### src/rtl/mcbd_pkg.sv
// Shared types, command and result codes, and default sizes for the
// per-class bounded deque bank. No dependencies.
package mcbd_pkg;

	// Default sizes handed to the top level
	localparam int NUM_QUEUES_DEF = 16;
	localparam int DEPTH_DEF      = 8;
	localparam int TAG_BITS_DEF   = 16;

	// Command codes (bit 1 alone selects a take)
	localparam logic [1:0] CMD_ADD_TAIL = 2'd0;
	localparam logic [1:0] CMD_ADD_HEAD = 2'd1;
	localparam logic [1:0] CMD_TAKE     = 2'd2;

	// Result codes
	localparam logic [1:0] RES_ADDED    = 2'd0;
	localparam logic [1:0] RES_FULL     = 2'd1;
	localparam logic [1:0] RES_TAKEN    = 2'd2;
	localparam logic [1:0] RES_EMPTY    = 2'd3;

	// Sequencer states
	typedef enum logic [1:0] {
		ST_IDLE,
		ST_CTRL,
		ST_ENTRY
	} mcbd_state_t;

endpackage

### src/rtl/mcbd_ctrl_mem.sv
// Per-queue control memory: ring head slot and fill count for each queue.
// Registered synchronous read; valid bits make never-written queues read as empty.
// Uses no package items.
module mcbd_ctrl_mem #(
	parameter int NUM_QUEUES = 16,
	parameter int DEPTH      = 8,
	localparam int QW = (NUM_QUEUES > 1) ? $clog2(NUM_QUEUES) : 1,
	localparam int PW = $clog2(DEPTH),
	localparam int FW = $clog2(DEPTH + 1)
) (
	input  logic          clk,
	input  logic          arst_n,
	input  logic          rd_en,
	input  logic [QW-1:0] rd_addr,
	output logic [PW-1:0] rd_head,
	output logic [FW-1:0] rd_fill,
	input  logic          wr_en,
	input  logic [QW-1:0] wr_addr,
	input  logic [PW-1:0] wr_head,
	input  logic [FW-1:0] wr_fill
);

	logic [PW+FW-1:0]     mem [NUM_QUEUES];
	logic [NUM_QUEUES-1:0] valid_q;
	logic [PW+FW-1:0]     rd_data_q;
	logic                 rd_valid_q;

	// Storage array, written and read in one clocked block
	always_ff @(posedge clk) begin
		if (wr_en) begin
			mem[wr_addr] <= {wr_head, wr_fill};
		end
		if (rd_en) begin
			rd_data_q <= mem[rd_addr];
		end
	end

	// Written-once marks stand in for the all-zero reset of the array
	always_ff @(posedge clk or negedge arst_n) begin
		if (!arst_n) begin
			valid_q    <= '0;
			rd_valid_q <= 1'b0;
		end else begin
			if (wr_en) begin
				valid_q[wr_addr] <= 1'b1;
			end
			if (rd_en) begin
				rd_valid_q <= valid_q[rd_addr];
			end
		end
	end

	// Unwritten queue reads as head 0, fill 0
	assign rd_head = rd_valid_q ? rd_data_q[PW+FW-1:FW] : '0;
	assign rd_fill = rd_valid_q ? rd_data_q[FW-1:0]     : '0;

endmodule

### src/rtl/mcbd_entry_mem.sv
// Entry memory: tag and urgent flag for every ring slot of every queue.
// One write and one read port, read data registered. Uses no package items.
module mcbd_entry_mem #(
	parameter int NUM_QUEUES = 16,
	parameter int DEPTH      = 8,
	parameter int TAG_BITS   = 16,
	localparam int AW = (NUM_QUEUES * DEPTH > 1) ? $clog2(NUM_QUEUES * DEPTH) : 1
) (
	input  logic                clk,
	input  logic                wr_en,
	input  logic [AW-1:0]       wr_addr,
	input  logic [TAG_BITS-1:0] wr_tag,
	input  logic                wr_urgent,
	input  logic                rd_en,
	input  logic [AW-1:0]       rd_addr,
	output logic [TAG_BITS-1:0] rd_tag,
	output logic                rd_urgent
);

	logic [TAG_BITS:0] mem [NUM_QUEUES * DEPTH];
	logic [TAG_BITS:0] rd_data_q;

	// Slot storage; only occupied slots are ever read
	always_ff @(posedge clk) begin
		if (wr_en) begin
			mem[wr_addr] <= {wr_urgent, wr_tag};
		end
		if (rd_en) begin
			rd_data_q <= mem[rd_addr];
		end
	end

	assign rd_urgent = rd_data_q[TAG_BITS];
	assign rd_tag    = rd_data_q[TAG_BITS-1:0];

endmodule

### src/rtl/multi_class_bounded_deque.sv
// Top level of the per-class bounded deque bank: command sequencer, control
// and entry memories. Depends on mcbd_pkg, mcbd_ctrl_mem and mcbd_entry_mem.
//
// A command is taken when start is high and busy is low. Each command gives
// exactly one result, shown for one cycle with done high; the receiver must
// take it then, as there is no way to hold it off. On acceptance the queue's
// head slot and fill count are read from the control memory. In ST_CTRL an
// add or a take that finds an entry updates them and an add or a rejected
// command loads its result; a take that finds an entry also reads the entry
// memory and loads its result in ST_ENTRY. busy stays high from acceptance
// until the cycle in which the result is registered, so the next command may
// start as done rises. No clearing pass is needed after reset.
module multi_class_bounded_deque
	import mcbd_pkg::*;
#(
	parameter int NUM_QUEUES = NUM_QUEUES_DEF,
	parameter int DEPTH      = DEPTH_DEF,
	parameter int TAG_BITS   = TAG_BITS_DEF
) (
	input  logic        clk,
	input  logic        arst_n,
	input  logic        start,
	output logic        busy,
	input  logic [1:0]  cmd,
	input  logic [3:0]  queue_index,
	input  logic [15:0] entry_tag,
	output logic        done,
	output logic [1:0]  result_code,
	output logic [15:0] taken_tag,
	output logic        taken_urgent,
	output logic [3:0]  fill_after
);

	localparam int QW = (NUM_QUEUES > 1) ? $clog2(NUM_QUEUES) : 1;
	localparam int PW = $clog2(DEPTH);
	localparam int FW = $clog2(DEPTH + 1);
	localparam int AW = (NUM_QUEUES * DEPTH > 1) ? $clog2(NUM_QUEUES * DEPTH) : 1;
	localparam logic [PW-1:0] HEAD_LAST = PW'(DEPTH - 1);
	localparam logic [PW:0]   DEPTH_W   = (PW+1)'(DEPTH);

	mcbd_state_t state_q, state_d;

	// Command registers
	logic [1:0]          cmd_q;
	logic [3:0]          qidx_q;
	logic [TAG_BITS-1:0] tag_q;
	logic [3:0]          fill_keep_q;

	// Result registers
	logic                done_q;
	logic [1:0]          code_q;
	logic [15:0]         out_tag_q;
	logic                out_urg_q;
	logic [3:0]          out_fill_q;

	// Memory ports
	logic                accept;
	logic [PW-1:0]       cur_head;
	logic [FW-1:0]       cur_fill;
	logic                ctrl_we;
	logic [PW-1:0]       new_head;
	logic [FW-1:0]       new_fill;
	logic                ent_we, ent_re;
	logic [AW-1:0]       ent_addr;
	logic                ent_wurg;
	logic [TAG_BITS-1:0] rd_tag;
	logic                rd_urg;

	// Decode helpers
	logic                in_range, is_take, full, empty;
	logic [QW-1:0]       qa;
	logic [PW-1:0]       head_dec, head_inc, tail_pos;
	logic [PW:0]         tail_sum;
	logic [AW-1:0]       slot_base;

	// Result load from the sequencer
	logic                res_load;
	logic [1:0]          res_code;
	logic [3:0]          res_fill;

	assign accept = start && (state_q == ST_IDLE);
	assign busy   = (state_q != ST_IDLE);

	mcbd_ctrl_mem #(
		.NUM_QUEUES (NUM_QUEUES),
		.DEPTH      (DEPTH)
	) u_ctrl (
		.clk     (clk),
		.arst_n  (arst_n),
		.rd_en   (accept),
		.rd_addr (QW'(queue_index)),
		.rd_head (cur_head),
		.rd_fill (cur_fill),
		.wr_en   (ctrl_we),
		.wr_addr (qa),
		.wr_head (new_head),
		.wr_fill (new_fill)
	);

	mcbd_entry_mem #(
		.NUM_QUEUES (NUM_QUEUES),
		.DEPTH      (DEPTH),
		.TAG_BITS   (TAG_BITS)
	) u_entry (
		.clk       (clk),
		.wr_en     (ent_we),
		.wr_addr   (ent_addr),
		.wr_tag    (tag_q),
		.wr_urgent (ent_wurg),
		.rd_en     (ent_re),
		.rd_addr   (ent_addr),
		.rd_tag    (rd_tag),
		.rd_urgent (rd_urg)
	);

	// Ring arithmetic on the control word just read
	assign in_range  = 32'(qidx_q) < NUM_QUEUES;
	assign is_take   = cmd_q[1];
	assign qa        = QW'(qidx_q);
	assign full      = 32'(cur_fill) >= DEPTH;
	assign empty     = (cur_fill == '0);
	assign head_dec  = (cur_head == '0) ? HEAD_LAST : cur_head - 1'b1;
	assign head_inc  = (cur_head == HEAD_LAST) ? '0 : cur_head + 1'b1;
	assign tail_sum  = (PW+1)'(cur_head) + (PW+1)'(cur_fill);
	assign tail_pos  = (tail_sum >= DEPTH_W) ? PW'(tail_sum - DEPTH_W) : PW'(tail_sum);
	assign slot_base = AW'(32'(qa) * DEPTH);

	// Next state, memory updates and result selection
	always_comb begin
		state_d  = state_q;
		ctrl_we  = 1'b0;
		new_head = cur_head;
		new_fill = cur_fill;
		ent_we   = 1'b0;
		ent_re   = 1'b0;
		ent_wurg = 1'b0;
		ent_addr = slot_base + AW'(cur_head);
		res_load = 1'b0;
		res_code = RES_ADDED;
		res_fill = 4'(cur_fill);
		unique case (state_q)
			ST_IDLE: begin
				if (accept) begin
					state_d = ST_CTRL;
				end
			end
			ST_CTRL: begin
				priority if (!in_range) begin
					res_load = 1'b1;
					res_code = is_take ? RES_EMPTY : RES_FULL;
					res_fill = '0;
					state_d  = ST_IDLE;
				end else if (is_take) begin
					if (empty) begin
						res_load = 1'b1;
						res_code = RES_EMPTY;
						state_d  = ST_IDLE;
					end else begin
						ctrl_we  = 1'b1;
						new_head = head_inc;
						new_fill = cur_fill - 1'b1;
						ent_re   = 1'b1;
						state_d  = ST_ENTRY;
					end
				end else if (full) begin
					res_load = 1'b1;
					res_code = RES_FULL;
					state_d  = ST_IDLE;
				end else begin
					ctrl_we  = 1'b1;
					ent_we   = 1'b1;
					new_fill = cur_fill + 1'b1;
					if (cmd_q == CMD_ADD_HEAD) begin
						new_head = head_dec;
						ent_wurg = 1'b1;
						ent_addr = slot_base + AW'(head_dec);
					end else begin
						ent_addr = slot_base + AW'(tail_pos);
					end
					res_load = 1'b1;
					res_code = RES_ADDED;
					res_fill = 4'(cur_fill + 1'b1);
					state_d  = ST_IDLE;
				end
			end
			ST_ENTRY: begin
				res_load = 1'b1;
				res_code = RES_TAKEN;
				res_fill = fill_keep_q;
				state_d  = ST_IDLE;
			end
			default: begin
				state_d = ST_IDLE;
			end
		endcase
	end

	// State register
	always_ff @(posedge clk or negedge arst_n) begin
		if (!arst_n) begin
			state_q <= ST_IDLE;
			done_q  <= 1'b0;
		end else begin
			state_q <= state_d;
			done_q  <= res_load;
		end
	end

	// Command capture and result payload
	always_ff @(posedge clk) begin
		if (accept) begin
			cmd_q  <= cmd;
			qidx_q <= queue_index;
			tag_q  <= TAG_BITS'(entry_tag);
		end
		if (state_q == ST_CTRL) begin
			fill_keep_q <= 4'(new_fill);
		end
		if (res_load) begin
			code_q     <= res_code;
			out_fill_q <= res_fill;
			if (state_q == ST_ENTRY) begin
				out_tag_q <= 16'(rd_tag);
				out_urg_q <= rd_urg;
			end else begin
				out_tag_q <= '0;
				out_urg_q <= 1'b0;
			end
		end
	end

	assign done         = done_q;
	assign result_code  = code_q;
	assign taken_tag    = out_tag_q;
	assign taken_urgent = out_urg_q;
	assign fill_after   = out_fill_q;

	// Checks
	a_done_after_work: assert property (@(posedge clk) disable iff (!arst_n)
		done |-> ($past(state_q) == ST_CTRL || $past(state_q) == ST_ENTRY))
		else $error("result beat without a command in progress");

	a_accept_busy: assert property (@(posedge clk) disable iff (!arst_n)
		(start && !busy) |=> busy)
		else $error("accepted command did not raise busy");

	a_no_tag_unless_taken: assert property (@(posedge clk) disable iff (!arst_n)
		(done && result_code != RES_TAKEN) |-> (taken_tag == '0 && !taken_urgent))
		else $error("entry data on a result that took nothing");

	a_fill_bound: assert property (@(posedge clk) disable iff (!arst_n)
		done |-> (32'(fill_after) <= DEPTH))
		else $error("fill count beyond queue depth");

	a_single_mem_op: assert property (@(posedge clk) disable iff (!arst_n)
		!(ent_we && ent_re))
		else $error("entry memory read and written together");

endmodule
### config.mk
export PLATFORM = sky130hd
export DESIGN_NAME = multi_class_bounded_deque
export DESIGN_NICKNAME = d
export VERILOG_FILES = /design/src/rtl/mcbd_pkg.sv /design/src/rtl/mcbd_ctrl_mem.sv /design/src/rtl/mcbd_entry_mem.sv /design/src/rtl/multi_class_bounded_deque.sv
export SDC_FILE = /design/constraint.sdc
export NUM_CORES = 2
export LEC_CHECK = 0
export ABC_AREA = 1
export BUFFER_PORTS_ARGS = -buffer_cell sky130_fd_sc_hd__buf_4
export CORE_ASPECT_RATIO = 1.25
export CORE_UTILIZATION = 50
export DETAILED_ROUTE_END_ITERATION = 6
export PLACE_DENSITY_LB_ADDON = 0.12
export RECOVER_POWER = 25
export SLEW_MARGIN = 20
export SYNTH_ARGS = -nofsm -noshare
export SYNTH_HDL_FRONTEND = slang
export SYNTH_HIERARCHICAL = 1
export SYNTH_SLANG_ARGS = --single-unit
### constraint.sdc
create_clock -name clk -period 4 [get_ports clk]
set_input_delay 0.8 -clock clk [delete_from_list [all_inputs] [get_ports clk]]
set_output_delay 0.8 -clock clk [all_outputs]
set_load 0.05 [all_outputs]
== After elaboration in Yosys (flattened, before gate mapping) ==
Memories as Yosys holds them, arrays and structs flattened. A register that Yosys moved wholly into a read port is not among the register bits.
Index checks and enable logic that the tools add are counted.

* Register bits after elaboration: 69
* Input port bits: 25
* Memories kept: 2
* RAM bits: 2288
* Logic and storage cells: 91

* Bitwise logic cells: 1
* Muxes and demuxes: 51
* Add/sub/neg operators: 9
* Equal/unequal tests: 5
* Magnitude comparators: 5
* Reductions and logical operators: 6

{| class="wikitable"
|+ Memories
! name !! depth !! bits a word !! rd ports !! clocked after Yosys merged registers in !! write ports !! RTL line !! source
|-
| u_entry.mem || 128 || 17 || 1 || 1 || 1 || mcbd_entry_mem.sv:20 || <nowiki>logic [TAG_BITS:0] mem [NUM_QUEUES * DEPTH];</nowiki>
|-
| u_ctrl.mem || 16 || 7 || 1 || 1 || 1 || mcbd_ctrl_mem.sv:23 || <nowiki>logic [PW+FW-1:0] mem [NUM_QUEUES];</nowiki>
|}

{| class="wikitable"
|+ Operators by type and width
! operator !! count
|-
| 7-bit 2-to-1 mux || 4
|-
| 3-bit 2-to-1 mux || 9
|-
| 4-bit 2-to-1 mux || 6
|-
| 7-bit by 3-bit adder with 7-bit output || 3
|-
| 1-bit 2-to-1 mux || 21
|-
| 16-bit bitwise OR || 1
|-
| 4-bit by 5-bit less-than comparator with 1-bit output, second input constant || 2
|-
| 2-bit 2-to-1 mux || 5
|-
| 4-bit greater-or-equal comparator, second input constant || 2
|-
| 2-bit case mux with 2 select lines || 2
|-
| 4-bit case mux with 2 select lines || 1
|-
| 3-bit by 1-bit subtractor with 3-bit output, second input constant || 2
|-
| 3-bit by 4-bit adder with 4-bit output || 1
|-
| 4-bit by 1-bit adder with 4-bit output, second input constant || 1
|-
| 1-bit binary-select mux with 4-bit select || 1
|-
| 1-bit demux with 4-bit select || 1
|-
| 2-bit by 1-bit == test with 1-bit output, second input constant || 2
|-
| 4-bit by 1-bit greater-or-equal comparator with 1-bit output, second input constant || 1
|-
| 4-bit logical NOT || 1
|-
| 4-bit by 1-bit subtractor with 4-bit output, second input constant || 1
|-
| 3-bit by 1-bit adder with 3-bit output, second input constant || 1
|-
| 3-bit == test, second input constant || 1
|-
| 3-bit logical NOT || 1
|-
| 2-bit == test, second input constant || 1
|-
| 5 further kinds || 6
|}

== Depth between registers and ports, before layout ==
* Depth in word-level cells: 9
* Mapped depth: 23
* Mapped depth without buffers: 18

== Hierarchy ==
Netlist, hierarchy kept.

{| class="wikitable"
|+ By module, submodules not included
! module !! cells an instance !! area an instance (µm²) !! instances !! seq. area each (µm²)
|-
| mcbd_entry_mem || 7205 || 87995.6 || 1 || 65853.2
|-
| mcbd_ctrl_mem || 450 || 5630.4 || 1 || 3998.8
|-
| multi_class_bounded_deque || 222 || 2461.1 || 1 || 1546.5
|}

== Least setup slack after synthesis ==
OpenSTA, ideal clock, no wires.

* Path type: register -> register
* Start: register u_ctrl.rd_valid_q
* End: memory u_entry/mem[109][0] in the netlist's numbering (enable)
* Arrival: 3.136 ns
* Cell stages (with the launch flop): 16
* Setup time: 0.390 ns
* Period minus slack after synthesis: 3.526 ns
* Slack: 0.474 ns
* Cells stage by stage: dfrtp_1 clkbuf_1 nand2_1 inv_1 ha_1 fa_1 xnor2_1 nand2_1 nand3_1 nand2_1 nand2_1 inv_1 nor3_1 nand2_1 clkbuf_1 nor2_1

* Longest elaborated chain between the ends: 9
* Elaborated cells between the ends (all ways): 22
* Those cells by class: add/sub: 6; order compare: 2; mux: 13; reduce/logical: 1

{| class="wikitable"
|+ Ends and longest elaborated chain
! what !! RTL line !! source
|-
| start: declaration || mcbd_ctrl_mem.sv:26 || <nowiki>logic rd_valid_q;</nowiki>
|-
| start signal: assignment || mcbd_ctrl_mem.sv:48 || <nowiki>rd_valid_q <= valid_q[rd_addr];</nowiki>
|-
| 4-bit 2-to-1 mux * || mcbd_ctrl_mem.sv:55 || <nowiki>assign rd_fill = rd_valid_q ? rd_data_q[FW-1:0] : '0;</nowiki>
|-
| via cur_fill[0] || multi_class_bounded_deque.sv:59 || <nowiki>logic [FW-1:0] cur_fill;</nowiki>
|-
| 3-bit by 4-bit adder with 4-bit output || multi_class_bounded_deque.sv:124 || <nowiki>assign tail_sum = (PW+1)'(cur_head) + (PW+1)'(cur_fill);</nowiki>
|-
| 4-bit greater-or-equal comparator or 3-bit by 1-bit subtractor with 3-bit output (tied branches) || multi_class_bounded_deque.sv:125 || <nowiki>assign tail_pos = (tail_sum >= DEPTH_W) ? PW'(tail_sum - DEPTH_W) : PW'(tail_sum);</nowiki>
|-
| 3-bit 2-to-1 mux || multi_class_bounded_deque.sv:125 ||
|-
| 7-bit by 3-bit adder with 7-bit output || multi_class_bounded_deque.sv:178 || <nowiki>ent_addr = slot_base + AW'(tail_pos);</nowiki>
|-
| 7-bit 2-to-1 mux || multi_class_bounded_deque.sv:173 || <nowiki>if (cmd_q == CMD_ADD_HEAD) begin</nowiki>
|-
| 7-bit 2-to-1 mux * || multi_class_bounded_deque.sv:165 || <nowiki>end else if (full) begin</nowiki>
|-
| 7-bit 2-to-1 mux * || multi_class_bounded_deque.sv:153 || <nowiki>end else if (is_take) begin</nowiki>
|-
| 7-bit 2-to-1 mux * || multi_class_bounded_deque.sv:141 || <nowiki>unique case (state_q)</nowiki>
|-
| via ent_addr[2] || multi_class_bounded_deque.sv:64 || <nowiki>logic [AW-1:0] ent_addr;</nowiki>
|-
| end: declaration || mcbd_entry_mem.sv:20 ||
|}

The timed path passes the listed nets; every way through them passes the cells marked *.

== Final worst setup path ==
* Start: register u_ctrl.rd_valid_q
* End: register u_entry.rd_data_q[5] (read register of u_entry.mem), data pin

* Longest elaborated chain between the ends: 9
* Elaborated cells between the ends (all ways): 21
* Those cells by class: add/sub: 6; order compare: 2; mux: 11; reduce/logical: 2

{| class="wikitable"
|+ Ends and longest elaborated chain
! what !! RTL line !! source
|-
| 3-bit 2-to-1 mux * || mcbd_ctrl_mem.sv:54 || <nowiki>assign rd_head = rd_valid_q ? rd_data_q[PW+FW-1:FW] : '0;</nowiki>
|-
| via cur_head[0] || multi_class_bounded_deque.sv:58 || <nowiki>logic [PW-1:0] cur_head;</nowiki>
|-
| 3-bit by 4-bit adder with 4-bit output || multi_class_bounded_deque.sv:124 ||
|-
| 4-bit greater-or-equal comparator or 3-bit by 1-bit subtractor with 3-bit output (tied branches) || multi_class_bounded_deque.sv:125 ||
|-
| 3-bit 2-to-1 mux || multi_class_bounded_deque.sv:125 ||
|-
| 7-bit by 3-bit adder with 7-bit output || multi_class_bounded_deque.sv:178 ||
|-
| 7-bit 2-to-1 mux || multi_class_bounded_deque.sv:173 ||
|-
| 7-bit 2-to-1 mux || multi_class_bounded_deque.sv:165 ||
|-
| 7-bit 2-to-1 mux || multi_class_bounded_deque.sv:153 ||
|-
| 7-bit 2-to-1 mux * || multi_class_bounded_deque.sv:141 ||
|-
| via ent_addr[1] || multi_class_bounded_deque.sv:64 ||
|-
| end: declaration || mcbd_entry_mem.sv:21 || <nowiki>logic [TAG_BITS:0] rd_data_q;</nowiki>
|}

Marked as above.
A chain may end at the register's enable or synchronous reset.

==> results.toml <==
[run_status]
status = "complete, but fails checks"
violations = "design-rule violations, max-capacitance violations, max-slew violations"

[logic_synthesis]
synth_area_leaders = "edfxtp_1 (74%), nand3_1 (11%), nand2_1 (9.0%), buf_2 (1.6%), nor2_1 (0.84%)"
synth_ff_type = "edfxtp_1"
synth_seq_area_share_pct = 74.3
ys_ff_latch = 2381
yosysWarnings = 6
yosysTopAreaCell = "edfxtp_1"
syn_inst = 7877
syn_nets = 7913
synth_edf_count = 2361
ys_types = 41
synth_area_um2 = 96100
post-synth-top-area-fraction_pct = 73.8
async_flop_share_pct = 0.840
synth.avg_cell_area_um2 = 12.2

[setup_path]
reg2reg_to = "u_entry/rd_data_q[5]"
path_delay_family = "simple AND/OR/NAND/NOR gates"
path_depth = 15
crit_buf_inv = 3
regToRegSetupSlack_ns = 0.09
startpoint_type = "register"
end_kind = "register"
worstPathCellList = "nand2_1, inv_1, ha_1, fa_1, o21ai_2, o21ai_4, buf_12, buf_12, nand3_1, nand3_1, nand3_1, nand3_1, nand3_2, nand3_2, nand2_1"
reg2reg_from = "u_ctrl/rd_valid_q"
path_max_fanout = 99
required_ns = 4.61
cpPeakStageDelay_ns = 0.51
cp_common_cell = "nand3_1"
rr_worst_depth = 15
cp-startpoint = "u_ctrl/rd_valid_q"
arrival_ns = 4.53
crit_path_end = "u_entry/rd_data_q[5]"
slowest_stage = "fa_1"
crit_type = "register to register"

[sta]
hold_viol_final = 0
whs_ns = 0.130
finalCritPeriodShare_pct = 97.8
drv_slew = 2081
worst_pin_slew_ns = 3.62
min_period_ns = 3.91
timing.setup.tns_ns = 0
slew_headroom_pct = -141
skew_ns = 0.0219
timing.fmax_mhz = 256
setup_viol = 0

[power]
switchingPower_mw = 27.7
p_sw_share_pct = 36.2
total_power_mw = 76.5
seq_power_share_pct = 38.8
clkPwrFrac_pct = 28.0
p_int_mw = 48.8
p_per_area_nw_per_um2 = 701
p_leak_nw = 38.6
peakVddDrop_mv = 0.686
power_frac_comb_pct = 33.2

[detailed_routing]
via_per_inst = 5.83
drtPass1Iterations = 7
wl_per_cell_um = 25.4
num_vias = 63000
drt.antenna.violating_nets = 0
wirelength_um = 274000
drt_iter0_markers = 6892
drc = 12

[grt]
overflow = 0
grt_max_degree = 129
track_usage_pct = 28.0
grt_pass1_vias = 60700
grt_pass1_wl_um = 402000
antenna_found_initial = 6

[placement]
dpl.hpwl_um = 157000
post-place-cells = 10400
gp_congestion = 0.876
place_area_um2 = 102000
port_buffers = 49

[clocking]
cts_num_sinks = 2381
cts_max_level = 4
cts_tree = "done"
cts-root-buf = "clkbuf_16"
path_clk_slew_ns = 0.06
clkLatencyLatePin_ns = 0.88
clockBufferDepth = 3
numCtsBuffers = 224

[floorplan]
core_um2 = 191000
initial_utilization_pct = 50.4
die_width_um = 394
die_area_um2 = 194000
rows = 179
die_h_um = 492
ioPinCount = 50

[layout]
stdcell_count = 10800
fin_area_um2 = 109000
drive_gt1_share_pct = 11.3
final_common_cell = "edfxtp_1"
final_cell_mix = "edfxtp_1 (2361), nand2_1 (2303), nand3_1 (2155)"
finalNetCount = 8123
syn_to_final_growth_pct = 13.5

[min_path]
hold_path_class = "primary input to register"

[job]
drv_cap = 18
==> final cells by class <==
class,count,area (µm²)
Multi-Input combinational cell,4899,22000
Tap cell,2534,3170
Inverter,83,369
Clock buffer,286,5970
Antenna cell,2,5.00
Fill cell,15400,81500
Timing Repair Buffer,496,4840
Sequential cell,2381,71400
Timing Repair inverter,2,17.5
Clock inverter,132,1370
==> cell usage after synthesis (8+ instances only) <==
library cell  instances
nor2_1              215
buf_1                45
buf_4                30
inv_1                67
dfrtp_1              20
o211ai_1             28
clkbuf_1             98
o21ai_1              36
buf_2               312
or2_1                15
a21oi_1              12
o21ai_0              29
nand3_1            2181
nor2_2               29
inv_2                10
nor3_1                8
nand2_1            2304
nand2_2               8
buf_6                26
edfxtp_1           2361
ha_1                 10
==> metal layers <==
metal	track usage (%)	routed length, µm	vias to the layer above
li1	-	-	28500
met1	38.3	110000	31200
met2	45.1	132000	2857
met3	4.50	22500	465
met4	10.5	10200	0
met5	0	0	-
==> worst reg2reg max path, cell delays in order, from the launching register on <==
cell and delay (ns):
dfrtp_1 0.43, nand2_1 0.09, inv_1 0.07, ha_1 0.23, fa_1 0.51, o21ai_2 0.08
o21ai_4 0.19, buf_12 0.19, buf_12 0.32, nand3_1 0.42, nand3_1 0.20, nand3_1 0.12
nand3_1 0.20, nand3_2 0.23, nand3_2 0.27, nand2_1 0.10
==> sequential cells by signal, indices dropped and copies added, names as in the netlist <==
signal,cells
u_ctrl/mem,112
tag_q,16
cmd_q,2
taken_urgent,1
u_ctrl/rd_valid_q,1
fill_keep_q,4
u_entry/rd_data_q,17
u_ctrl/rd_data_q,7
u_ctrl/valid_q,16
taken_tag,16
qa,4
u_entry/mem,2176
done,1
state_q,2
fill_after,4
result_code,2
==> repair_timing <==
item                       CTS  global route
gates resized for setup     16            34
setup endpoints to repair   17            72
hold buffers                 1             0
hold endpoints to repair    20             0
gates cloned                 2             3
buffers inserted             3             4
==> worst min path at each step <==
stage,from,endpoint,slack (ns),cells past startpoint
2_1_floorplan,u_ctrl/valid_q[11],u_ctrl/valid_q[11],0.43,1
3_3_place_gp,u_ctrl/valid_q[8],u_ctrl/valid_q[8],0.45,1
3_5_place_dp,u_ctrl/valid_q[13],u_ctrl/valid_q[13],0.45,1
4_1_cts,entry_tag[0],tag_q[0],0.05,1
5_1_grt,entry_tag[15],tag_q[15],0.09,1
6_report,entry_tag[15],tag_q[15],0.13,1
==> power by group through the flow <==
stage	clock network (mW)	logic, mW	registers, mW
after global placement	0	24.7	29.9
after detailed placement	0	24.9	29.9
final	21.4	25.4	29.6
after global routing	22.6	27.2	29.7
after CTS	21.7	25.1	29.4
after floorplan	0	13.7	30.8
==> kinds of logic after synthesis <==
kind of cell | count (synthesis) | synth area share, %
compound gates | 112 | 0.680
xor+xnor | 2 | 0.0182
fa+ha+maj | 11 | 0.151
buf+inv | 597 | 3.12
flops | 2381 | 74.3
simple gates | 4774 | 21.7
==> stage by stage <==
stage / util, % / setup slack (ns)
after floorplan: - / 0.474
final: 57.2 / 0.0866
after detailed placement: 53.3 / -0.467
after global routing: 57.2 / -0.00167
after CTS: 57.2 / 0.00187
after global placement: 53.3 / -0.527
Power figures use the tool's default switching activity.
